<file path="src/rtl/mipa_pkg.sv">
// shared types and constants for the multi-interface port allocator
package mipa_pkg;

  localparam int NUM_PORTS  = 1024;
  localparam int NUM_IFACES = 4;
  localparam int IDX_W      = $clog2(NUM_PORTS);
  localparam int WORD_W     = 32;
  localparam int BIT_W      = $clog2(WORD_W);
  localparam int WSEL_W     = IDX_W - BIT_W;
  localparam int SLOT_W     = $clog2(NUM_IFACES);
  localparam int ADDR_W     = SLOT_W + WSEL_W;
  localparam int NWORDS     = NUM_IFACES * (NUM_PORTS / WORD_W);

  localparam logic [1:0] KIND_ALLOC_ANY  = 2'd0;
  localparam logic [1:0] KIND_ALLOC_HINT = 2'd1;
  localparam logic [1:0] KIND_MARK_OCC   = 2'd2;
  localparam logic [1:0] KIND_MARK_FREE  = 2'd3;

  localparam logic [2:0] ST_OK        = 3'd0;
  localparam logic [2:0] ST_NO_FREE   = 3'd1;
  localparam logic [2:0] ST_OCCUPIED  = 3'd2;
  localparam logic [2:0] ST_FREE      = 3'd3;
  localparam logic [2:0] ST_UNKNOWN   = 3'd4;
  localparam logic [2:0] ST_RANGE     = 3'd5;

  localparam logic [2:0] REG_BASE_PORT  = 3'd0;
  localparam logic [2:0] REG_IFACE_CNT  = 3'd1;
  localparam logic [2:0] REG_IP0        = 3'd2;
  localparam logic [2:0] REG_IP1        = 3'd3;
  localparam logic [2:0] REG_IP2        = 3'd4;
  localparam logic [2:0] REG_IP3        = 3'd5;

  typedef struct packed {
    logic [1:0]  kind;
    logic [31:0] req_ip;
    logic [15:0] req_port;
  } req_t;

  typedef struct packed {
    logic [2:0]  status;
    logic [31:0] got_ip;
    logic [15:0] got_port;
  } rsp_t;

endpackage

</file>
<file path="src/rtl/multi_interface_port_allocator.sv">
// next-fit bitmap port allocator over several interfaces, bitmap in one word memory
//
//  channel | direction | handshake                | payload
//  in      | input     | in_valid_i / in_ready_o  | in_data_i  (kind, req_ip, req_port)
//  out     | output    | out_valid_o / out_ready_i| out_data_o (status, got_ip, got_port)
//  cfg     | input     | cfg_we_i                 | cfg_idx_i, cfg_data_i
//
// mark occupied / mark free read the word, then modify and write it, then give the result.
// allocation scans 32-bit bitmap words, one read issued per cycle: each interface
// tried costs a setup state (S_SLOT) plus up to 33 word reads in S_SRCH; requests
// rejected at decode go straight to the result.
// one transaction at a time; the next is accepted once the result sits in the
// output register, which holds it while out_ready_i is low.
// reset clears control state and sets the base port to 32768; words never written read as all free via valid bits.
module multi_interface_port_allocator (
  input  logic              clk_i,
  input  logic              rst_ni,
  input  logic              in_valid_i,
  output logic              in_ready_o,
  input  mipa_pkg::req_t    in_data_i,
  output logic              out_valid_o,
  input  logic              out_ready_i,
  output mipa_pkg::rsp_t    out_data_o,
  input  logic              cfg_we_i,
  input  logic [2:0]        cfg_idx_i,
  input  logic [31:0]       cfg_data_i
);
  import mipa_pkg::*;

  typedef enum logic [2:0] {S_IDLE, S_MEV, S_SLOT, S_SRCH, S_DONE} state_e;

  state_e state_q;

  logic [15:0] base_port_q;
  logic [2:0]  iface_cnt_q;
  logic [31:0] ip_q [NUM_IFACES];

  logic [IDX_W-1:0]  cur_q [NUM_IFACES];
  logic [SLOT_W-1:0] next_q;

  logic [1:0]        kind_q;
  logic [SLOT_W-1:0] slot_q;
  logic [2:0]        tries_q;
  logic [IDX_W-1:0]  idx_q;
  logic [WSEL_W-1:0] sw_q;
  logic [BIT_W-1:0]  sb_q;
  logic [WSEL_W+1:0] kiss_q;
  logic [WSEL_W+1:0] kev_q;
  logic              pend_q;
  rsp_t              res_q;
  logic              out_valid_q;
  rsp_t              out_q;

  // bitmap memory
  logic [WORD_W-1:0] mem [NWORDS];
  logic [NWORDS-1:0] vld_q;
  logic [WORD_W-1:0] rdata_q;
  logic              rvld_q;
  logic [WORD_W-1:0] rword;
  logic              we_c;
  logic [ADDR_W-1:0] waddr_c, raddr_c;
  logic [WORD_W-1:0] wdata_c;

  assign rword = rvld_q ? rdata_q : '1;

  always_ff @(posedge clk_i) begin
    if (we_c) begin
      mem[waddr_c] <= wdata_c;
    end
    rdata_q <= mem[raddr_c];
  end

  always_ff @(posedge clk_i or negedge rst_ni) begin
    if (!rst_ni) begin
      vld_q  <= '0;
      rvld_q <= 1'b0;
    end else begin
      rvld_q <= vld_q[raddr_c];
      if (we_c) begin
        vld_q[waddr_c] <= 1'b1;
      end
    end
  end

  // request decode
  logic [2:0]        cnt;
  logic [15:0]       pdiff;
  logic              port_ok;
  logic              found;
  logic [SLOT_W-1:0] mslot;
  logic [SLOT_W-1:0] start_slot;

  assign cnt     = (iface_cnt_q > 3'(NUM_IFACES)) ? 3'(NUM_IFACES) : iface_cnt_q;
  assign pdiff   = in_data_i.req_port - base_port_q;
  assign port_ok = (in_data_i.req_port >= base_port_q) &&
                   ({1'b0, pdiff} < 17'(NUM_PORTS));
  assign start_slot = ({1'b0, next_q} >= cnt) ? '0 : next_q;

  always_comb begin
    found = 1'b0;
    mslot = '0;
    for (int i = NUM_IFACES - 1; i >= 0; i--) begin
      if ((3'(i) < cnt) && (ip_q[i] == in_data_i.req_ip)) begin
        found = 1'b1;
        mslot = SLOT_W'(i);
      end
    end
  end

  // search evaluation
  logic [WSEL_W-1:0] wi;
  logic [WORD_W-1:0] pmask, repr, hits;
  logic [BIT_W-1:0]  pos;
  logic [IDX_W-1:0]  hit_idx;
  logic [2:0]        slot_inc;
  logic [SLOT_W-1:0] slot_nxt;
  logic [16:0]       psum;

  assign wi = sw_q + kev_q[WSEL_W-1:0];

  always_comb begin
    if (kev_q == '0) begin
      pmask = '1 << sb_q;
    end else if (kev_q == (WSEL_W+2)'(NUM_PORTS / WORD_W)) begin
      pmask = ~('1 << sb_q);
    end else begin
      pmask = '1;
    end
  end

  // entries whose port number is zero or above 65535 are skipped
  always_comb begin
    repr = '0;
    psum = '0;
    for (int j = 0; j < WORD_W; j++) begin
      psum    = {1'b0, base_port_q} + 17'({wi, BIT_W'(j)});
      repr[j] = (psum != '0) && !psum[16];
    end
  end

  assign hits = rword & pmask & repr;

  always_comb begin
    pos = '0;
    for (int j = WORD_W - 1; j >= 0; j--) begin
      if (hits[j]) begin
        pos = BIT_W'(j);
      end
    end
  end

  assign hit_idx  = {wi, pos};
  assign slot_inc = 3'(slot_q) + 3'd1;
  assign slot_nxt = (slot_inc >= cnt) ? '0 : slot_q + SLOT_W'(1);

  // memory port control
  always_comb begin
    we_c    = 1'b0;
    waddr_c = {slot_q, idx_q[IDX_W-1:BIT_W]};
    wdata_c = rword;
    raddr_c = {mslot, pdiff[IDX_W-1:BIT_W]};
    unique case (state_q)
      S_MEV: begin
        if (kind_q == KIND_MARK_OCC) begin
          we_c    = rword[idx_q[BIT_W-1:0]];
          wdata_c = rword & ~(WORD_W'(1) << idx_q[BIT_W-1:0]);
        end else begin
          we_c    = !rword[idx_q[BIT_W-1:0]];
          wdata_c = rword | (WORD_W'(1) << idx_q[BIT_W-1:0]);
        end
      end
      S_SRCH: begin
        raddr_c = {slot_q, sw_q + kiss_q[WSEL_W-1:0]};
        waddr_c = {slot_q, wi};
        wdata_c = rword & ~(WORD_W'(1) << pos);
        we_c    = pend_q && (hits != '0);
      end
      default: ;
    endcase
  end

  assign in_ready_o  = (state_q == S_IDLE);
  assign out_valid_o = out_valid_q;
  assign out_data_o  = out_q;

  always_ff @(posedge clk_i or negedge rst_ni) begin
    if (!rst_ni) begin
      state_q      <= S_IDLE;
      base_port_q  <= 16'd32768;
      iface_cnt_q  <= '0;
      for (int i = 0; i < NUM_IFACES; i++) begin
        ip_q[i]  <= '0;
        cur_q[i] <= '0;
      end
      next_q      <= '0;
      kind_q      <= '0;
      slot_q      <= '0;
      tries_q     <= '0;
      idx_q       <= '0;
      sw_q        <= '0;
      sb_q        <= '0;
      kiss_q      <= '0;
      kev_q       <= '0;
      pend_q      <= 1'b0;
      res_q       <= '0;
      out_valid_q <= 1'b0;
      out_q       <= '0;
    end else begin
      if (out_valid_q && out_ready_i && state_q != S_DONE) begin
        out_valid_q <= 1'b0;
      end
      if (cfg_we_i) begin
        unique case (cfg_idx_i)
          REG_BASE_PORT:  base_port_q  <= cfg_data_i[15:0];
          REG_IFACE_CNT:  iface_cnt_q  <= cfg_data_i[2:0];
          REG_IP0:        ip_q[0]      <= cfg_data_i;
          REG_IP1:        ip_q[1]      <= cfg_data_i;
          REG_IP2:        ip_q[2]      <= cfg_data_i;
          REG_IP3:        ip_q[3]      <= cfg_data_i;
          default: ;
        endcase
      end
      unique case (state_q)
        S_IDLE: begin
          if (in_valid_i) begin
            kind_q <= in_data_i.kind;
            idx_q  <= pdiff[IDX_W-1:0];
            if (in_data_i.kind == KIND_ALLOC_ANY || in_data_i.kind == KIND_ALLOC_HINT) begin
              if (cnt == '0) begin
                res_q   <= '{status: ST_NO_FREE, got_ip: '0, got_port: '0};
                state_q <= S_DONE;
              end else if (in_data_i.kind == KIND_ALLOC_HINT && !port_ok) begin
                res_q   <= '{status: ST_RANGE, got_ip: '0, got_port: '0};
                state_q <= S_DONE;
              end else begin
                res_q   <= '0;
                next_q  <= start_slot;
                slot_q  <= start_slot;
                tries_q <= '0;
                state_q <= S_SLOT;
              end
            end else if (!found) begin
              res_q   <= '{status: ST_UNKNOWN, got_ip: '0, got_port: '0};
              state_q <= S_DONE;
            end else if (!port_ok) begin
              res_q   <= '{status: ST_RANGE, got_ip: '0, got_port: '0};
              state_q <= S_DONE;
            end else begin
              res_q   <= '0;
              slot_q  <= mslot;
              state_q <= S_MEV;
            end
          end
        end
        S_MEV: begin
          if (kind_q == KIND_MARK_OCC) begin
            res_q.status <= rword[idx_q[BIT_W-1:0]] ? ST_OK : ST_OCCUPIED;
          end else begin
            res_q.status <= rword[idx_q[BIT_W-1:0]] ? ST_FREE : ST_OK;
          end
          state_q <= S_DONE;
        end
        S_SLOT: begin
          if (kind_q == KIND_ALLOC_ANY) begin
            sw_q <= cur_q[slot_q][IDX_W-1:BIT_W];
            sb_q <= cur_q[slot_q][BIT_W-1:0];
          end else begin
            sw_q <= idx_q[IDX_W-1:BIT_W];
            sb_q <= idx_q[BIT_W-1:0];
          end
          kiss_q  <= '0;
          pend_q  <= 1'b0;
          state_q <= S_SRCH;
        end
        S_SRCH: begin
          // one word read issued per cycle, the previous one evaluated
          if (kiss_q <= (WSEL_W+2)'(NUM_PORTS / WORD_W)) begin
            kiss_q <= kiss_q + 1'b1;
            kev_q  <= kiss_q;
            pend_q <= 1'b1;
          end else begin
            pend_q <= 1'b0;
          end
          if (pend_q) begin
            if (hits != '0) begin
              cur_q[slot_q] <= hit_idx + IDX_W'(1);
              next_q        <= slot_nxt;
              res_q         <= '{status: ST_OK, got_ip: ip_q[slot_q],
                                 got_port: base_port_q + 16'(hit_idx)};
              state_q       <= S_DONE;
            end else if (kev_q == (WSEL_W+2)'(NUM_PORTS / WORD_W)) begin
              next_q  <= slot_nxt;
              slot_q  <= slot_nxt;
              tries_q <= tries_q + 3'd1;
              if (tries_q + 3'd1 >= cnt) begin
                res_q.status <= ST_NO_FREE;
                state_q      <= S_DONE;
              end else begin
                state_q <= S_SLOT;
              end
            end
          end
        end
        S_DONE: begin
          if (!out_valid_q || out_ready_i) begin
            out_q       <= res_q;
            out_valid_q <= 1'b1;
            state_q     <= S_IDLE;
          end
        end
        default: state_q <= S_IDLE;
      endcase
    end
  end

endmodule
</file>
<file path="config.mk">
export PLATFORM = sky130hd
export DESIGN_NAME = multi_interface_port_allocator
export DESIGN_NICKNAME = d
export VERILOG_FILES = /design/src/rtl/mipa_pkg.sv /design/src/rtl/multi_interface_port_allocator.sv
export SDC_FILE = /design/constraint.sdc
export NUM_CORES = 2
export LEC_CHECK = 0
export BUFFER_PORTS_ARGS = -buffer_cell sky130_fd_sc_hd__buf_2
export CAP_MARGIN = 20
export CORE_MARGIN = 4
export CORE_UTILIZATION = 55
export CTS_BUF_LIST = sky130_fd_sc_hd__clkbuf_16
export DETAILED_ROUTE_END_ITERATION = 8
export PLACE_DENSITY = 0.71
export RECOVER_POWER = 100
export SYNTH_ARGS = -nofsm -noshare
export SYNTH_HDL_FRONTEND = slang
export SYNTH_SLANG_ARGS = --single-unit
</file>
<file path="constraint.sdc">
create_clock -name clk_i -period 38 [get_ports clk_i]
set_clock_uncertainty 0.1 [all_clocks]
set_input_delay 3.8 -clock clk_i [delete_from_list [all_inputs] [get_ports clk_i]]
set_output_delay 3.8 -clock clk_i [all_outputs]
set_load 0.02 [all_outputs]
</file>
# After elaboration in Yosys (flattened, before gate mapping)
# Memory sizes are Yosys's and may differ from the RTL's. A register that Yosys moved wholly into a read port is not among the register bits.
# Index checks and enable logic that the tools add are counted.
dict set report word_totals {
  register_bits 466
  ram_bits 4096
  input_bits 90
  out_inout_bits 53
  wordCells 403
  n_memories 1
}
# name words word_bits read_ports rd_ports_with_merged_regs wr line
set mem_list {}
lappend mem_list {mem 128 32 1 1 1 multi_interface_port_allocator.sv:55} ;# logic [WORD_W-1:0] mem [NWORDS];
dict set report classes {
  n_addsub 41
  n_lt_le_gt_ge 17
  eq_ne 33
  shift 3
  muxes 129
  n_bitwise 10
  reduce_logical 139
}
# op count
set ops {}
lappend ops {{adder 16 x 10 -> 17 bit} 32}
lappend ops {{nonzero test 17 bit} 32}
lappend ops {{two-way mux 51 bit} 7}
lappend ops {{two-way mux 32 bit} 6}
lappend ops {{two-way mux 5 bit} 35}
lappend ops {{AND 32 bit} 4}
lappend ops {{== test 32 bit} 4}
lappend ops {{bitwise OR 128 bit} 1}
lappend ops {{inverter 32 bit} 3}
lappend ops {{case mux 48 bit (2 select lines)} 1}
lappend ops {{two-way mux 3 bit} 22}
lappend ops {{binary-select mux 32 bit (select 2 bit)} 1}
lappend ops {{case mux 32 bit (2 select lines)} 1}
lappend ops {{left shift 1 x 5 -> 32 bit (first input constant)} 2}
lappend ops {{two-way mux 48 bit} 1}
lappend ops {{two-way mux 2 bit} 22}
lappend ops {{logical AND 1 bit} 43}
lappend ops {{bitwise mux 40 bit} 1}
lappend ops {{logical NOT 1 bit} 35}
lappend ops {{bitwise OR 32 bit} 1}
lappend ops {{nonzero test 32 bit} 1}
lappend ops {{left shift 32 x 5 -> 32 bit (first input constant)} 1}
lappend ops {{two-way mux 10 bit} 3}
lappend ops {{binary-select mux 10 bit (select 2 bit)} 1}
lappend ops {{other kinds (57)} 112}

# Depth between registers and ports, before layout
dict set report logic_depth {
  word_depth 42
  ltp_mapped 32
}

# Worst setup path after synthesis
# Ideal clock, no wire load.
dict set report synth_path {
  path_type {register -> register}
  from {register sw_q[0]}
  to {memory mem[0][3], data pin}
  arrival_time_ns 10.601
  required_time_ns 36.660
  slack_ns 26.060
  path_stages_with_launch 27
  path_buffers 5
  period_less_slack_ns 11.940
  path_cell_list {dfrtp_1 -> ha_1 -> inv_1 -> fa_1 -> inv_1 -> a21o_1 -> a21oi_1 -> xnor2_1 -> ha_1 -> buf_4 -> and2_0 -> clkbuf_1 -> a21oi_4 -> buf_2 -> buf_2 -> a21oi_1 -> a2111oi_0 -> o2111ai_1 -> o31ai_1 -> nand3b_1 -> nor4_1 -> o21ai_0 -> a21oi_1 -> or3_1 -> clkbuf_1 -> nor4_1 -> o32ai_1}
}
dict set report synth_between {
  elab_chain_cells 41
  word_cells_on_any_way 166
  classes_between {add/sub (33); shift (1); mux (33); bitwise (3); reduce/logical (96)}
}
# element line
set synth_rtl {}
lappend synth_rtl {{start, declared} multi_interface_port_allocator.sv:45} ;# logic [WSEL_W-1:0] sw_q;
lappend synth_rtl {{start signal, assigned} multi_interface_port_allocator.sv:265} ;# sw_q <= cur_q[slot_q][IDX_W-1:BIT_W];
lappend synth_rtl {{start signal, assigned} multi_interface_port_allocator.sv:268} ;# sw_q <= idx_q[IDX_W-1:BIT_W];
lappend synth_rtl {{adder 5 bit (*)} multi_interface_port_allocator.sv:119} ;# assign wi = sw_q + kev_q[WSEL_W-1:0];
lappend synth_rtl {{adder 16 x 10 -> 17 bit} multi_interface_port_allocator.sv:136} ;# psum = {1'b0, base_port_q} + 17'({wi, BIT_W'(j)});
lappend synth_rtl {{nonzero test 17 bit or logical NOT 1 bit (tied branches)} multi_interface_port_allocator.sv:137} ;# repr[j] = (psum != '0) && !psum[16];
lappend synth_rtl {{logical AND 1 bit} multi_interface_port_allocator.sv:137}
lappend synth_rtl {{AND 32 bit (*)} multi_interface_port_allocator.sv:141} ;# assign hits = rword & pmask & repr;
lappend synth_rtl {{two-way mux 5 bit (31 in series)} multi_interface_port_allocator.sv:146} ;# if (hits[j]) begin
lappend synth_rtl {{two-way mux 5 bit (*)} multi_interface_port_allocator.sv:146}
lappend synth_rtl {{left shift 1 x 5 -> 32 bit (*)} multi_interface_port_allocator.sv:175} ;# wdata_c = rword & ~(WORD_W'(1) << pos);
lappend synth_rtl {{inverter 32 bit (*)} multi_interface_port_allocator.sv:175}
lappend synth_rtl {{AND 32 bit (*)} multi_interface_port_allocator.sv:175}
lappend synth_rtl {{case mux 32 bit (2 select lines) (*)} multi_interface_port_allocator.sv:162} ;# unique case (state_q)
lappend synth_rtl {{net wdata_c[3]} multi_interface_port_allocator.sv:62} ;# logic [WORD_W-1:0] wdata_c;
lappend synth_rtl {{end, declared} multi_interface_port_allocator.sv:55}
# Mark *: on every way through the listed nets, which the timed path passes. The rest lies on a longest branch.

# Worst setup path after layout
dict set report layout_path {
  from {input in_data_i[1] in the netlist's numbering}
  to {register rdata_q[10] (read register of mem)}
}
dict set report layout_between {
  elab_chain_cells 2
}
# element line
set layout_rtl {}
lappend layout_rtl {{start, declared} multi_interface_port_allocator.sv:20} ;# input mipa_pkg::req_t in_data_i,
lappend layout_rtl {{subtractor 16 bit} multi_interface_port_allocator.sv:94} ;# assign pdiff = in_data_i.req_port - base_port_q;
lappend layout_rtl {{two-way mux 7 bit} multi_interface_port_allocator.sv:162}
lappend layout_rtl {{end, declared} multi_interface_port_allocator.sv:57} ;# logic [WORD_W-1:0] rdata_q;
# No other way between the ends.
# A chain may end at the register's enable or synchronous reset.

==> flow_summary.toml <==
[final_layout]
drive_above_1_share = 0.214
area_delta_synth_final_pct = 11.3
final_cell_mix = "4096 x edfxtp_1, 1225 x nand2_1, 1107 x mux4_2"
layout_commonest_cell = "edfxtp_1"
design_area_mm2 = 0.214
fin_nets = 11600

[logic_synthesis]
netlist-cell-type-count = 117
synthesis.area_mm2 = 0.192
postSynthAreaPerCell_um2 = 17.3
synth-edff-count = 4096
ys_ff_latch = 4594
postSynth.topFlopCell = "edfxtp_1"
async_sr_flop_fraction = 0.101
synth_fp_nets = 11200
synth_warnings = 0
netlist_instances = 11100
ys_seq_area_frac = 0.705

[route]
finalWirelength_um = 596000
drtAntennaViolNets = 0
route.vias.total = 113000
drt-vias-per-instance = 6.88
drc_errors = 0
dr.pass1.iters = 8
first_iter_violations = 16700
route.detailed.wl_per_inst_um = 36.4

[global_route]
grt_pass1_vias = 112000
grt_antenna_before_repair = 44
grt_pass1_wl_um = 848000
aggregate_global_routing_overflow = 0
aggregate_global_route_resource_usage = 0.331
grt_start_max_net_pins = 180

[pwr]
power-per-cell-area_mw_per_mm2 = 81.3
seq_power_share = 0.367
ir_drop_uv = 68.3
comb_power_share = 0.381
internal_power_mw = 10.8
switchingPower_mw = 6.52
clockPowerShare = 0.252
p_leak_nw = 70.1
p_sw_frac = 0.376

[clock_network]
post_cts.repair.setup_buffers = 0
cts-resized-gates = 0
cts_max_level = 5
reg_clk_slew_reported_paths_ns = 0.06
postCtsHoldBufs = 0
clock-root-buffer = "clkbuf_16"
max-clock-path-buffers = 4
clk-insertion-delay-late_ns = 1.03
clock_sinks = 4594
cts_tree = "yes"
cts_made_buffers = 444

[timing]
post-route-period-util = 0.569
relSlewSlack = -5.19
fin_tns_setup_ns = 0
clock.fmax_ghz = 0.0463
report.final.hold_viol_count = 0
grt_setup_unrepaired = "no"
timing_max_transition_violations_final = 9578
tightest_pin_transition_ns = 9.29
layout_setup_ws_ns = 16.38
period_minus_slack_ns = 21.62
setup_viol = 0

[setup_path]
critPathCaptureType = "register"
worstPathMaxFanout = 91
worst_r2r_endpoint = "mem[117][9]"
reg2regPathDepth = 24
critical_path_class = "primary input to register"
cp-start-kind = "primary input"
timing.rr.start = "sw_q[1]"
rrSetupSlack_ns = 16.57
critPathArrivalTime_ns = 22.24
critical_path_required_ns = 38.63

[placement]
place_worst_setup_slack_ns = 26.40
place.port_buffers = 142
final_estimated_routing_congestion_in_global_placement = 1.00
dpl.hpwl_um = 352000
detailed_place.area_mm2 = 0.201

[floorplanning]
die_boundary_height_um = 599
number_of_i_o_pins = 143
std_cell_core_area_mm2 = 0.347
floorplan.initialDensity = 0.554
floorplan.die_area_mm2 = 0.359
die_w_um = 599
rows = 216

[run_status]
failing_checks = "max-capacitance violations, max-slew violations"
run_status = "complete, but fails checks"

[worst_hold_path]
min-delay-start = "vld_q[34]"
timing.hold.worst_path_depth = 1
whs_endpoint = "vld_q[34]"
hold_class = "register to register"

[job]
max-cap-violations = 240
[registers in the layout, summed over array words and instances (netlist names), 3 cells and up]
name,flops
base_port_q,16
mem,4096
sw_q,5
kiss_q,7
res_q,51
idx_q,10
state_q,3
tries_q,3
vld_q,128
sb_q,5
iface_cnt_q,3
kev_q,7
out_data_o,51
cur_q,40
ip_q,128
rdata_q,32
[metrics by stage]
stage	instances	hold WS, ns	power [mW]	utilization
2_1_floorplan	11100	0.338	10.4	-
3_3_place_gp	15500	0.353	12.7	0.577
3_5_place_dp	15500	0.357	12.8	0.578
4_1_cts	16300	0.374	17.2	0.620
5_1_grt	16400	0.381	17.9	0.616
6_report	16400	0.374	17.4	0.616
[worst max path at each step]
stage                      start     endpoint  slack (ns)  cells past startpoint
finish              in_data_i[1]  rdata_q[10]       16.38                     20
global route        in_data_i[1]  rdata_q[19]       13.95                     19
CTS                      sw_q[1]  mem[50][23]       27.30                     24
detailed placement  in_data_i[1]  rdata_q[26]       26.40                     20
global placement    in_data_i[1]   rdata_q[7]       25.88                     20
floorplan                sw_q[0]    mem[0][3]       26.06                     26
[routing by layer]
metal  vias up  track usage  routed length [µm]
li1      44900            -                   -
met1     58600        0.448              212000
met2      7567        0.508              276000
met3      1522       0.0807               70700
met4        22        0.169               37000
met5         -            0                 153
[worst max-delay path: stages]
cell and delay [ns]:
clkbuf_1 0.10, ha_1 0.28, nor2b_1 0.12, o21ai_0 0.24, a21oi_1 0.13, o21ai_0 0.26
a21oi_1 0.15, o21ai_0 0.22, a21boi_0 0.20, o31ai_1 0.67, clkbuf_1 5.49, clkbuf_1 2.24
clkbuf_1 2.66, clkbuf_1 2.80, mux4_2 0.76, nand2_1 0.09, and3_1 0.16, a211oi_1 0.05
nor4_1 1.34, a221oi_1 0.13
[logic make-up after synthesis]
family | count (synthesis) | synth area share
xor+xnor | 317 | 0.0145
simple gates | 2535 | 0.0612
buf+inv | 813 | 0.0182
compound gates | 1309 | 0.0472
fa+ha+maj | 70 | 0.00470
flops | 4594 | 0.705
mux | 1452 | 0.149
[power groups by stage]
stage                     Clock, mW  Combinational, mW  Sequential, mW
after floorplan                   0               3.92            6.48
after global placement            0               6.35            6.37
after detailed placement          0               6.45            6.38
after CTS                      4.41               6.48            6.28
after global routing           4.65               6.88            6.39
final                          4.38               6.61            6.38
[layout make-up]
class / instances / area, µm²
multi-input combinational: 5683 / 54300
antenna: 20 / 50.0
sequential: 4594 / 135000
tap: 4578 / 5730
timing repair buffer: 606 / 3490
clock buffer: 451 / 11300
inverter: 70 / 268
clock inverter: 371 / 3230
fill: 24400 / 133000
[cells in the mapped netlist (19+ instances only)]
cell,n,share of area
buf_2,141,0.0037
o221ai_1,19,0.00087
xnor2_1,186,0.0085
nor3_1,60,0.0016
o21ai_1,19,0.00050
a211oi_1,100,0.0039
clkbuf_1,431,0.0084
buf_6,24,0.0014
o22ai_1,25,0.00081
mux2_2,228,0.013
a221oi_1,37,0.0017
nor2_1,300,0.0059
a311oi_1,74,0.0034
xor2_1,131,0.0060
edfxtp_1,4096,0.64
o21ai_0,232,0.0060
nand2_1,1227,0.024
buf_4,19,0.00074
a21o_1,37,0.0014
dfrtp_1,465,0.061
a311o_1,37,0.0019
o31ai_1,24,0.00094
o211ai_1,40,0.0016
nand3_1,381,0.0099
nand3b_1,20,0.00078
a31oi_1,98,0.0032
or3_1,24,0.00078
dfxtp_1,32,0.0033
a21oi_1,237,0.0062
o2111ai_1,20,0.00091
mux2i_1,114,0.0059
ha_1,63,0.0041
nand4_1,52,0.0017
mux4_2,1107,0.13
o21a_1,23,0.00090
buf_1,126,0.0025
nand2b_1,56,0.0018
inv_1,60,0.0012
nor2b_1,23,0.00075
nor4_1,90,0.0029
o21bai_1,133,0.0052
and3_1,187,0.0061
(Power assumes the default switching activity.)
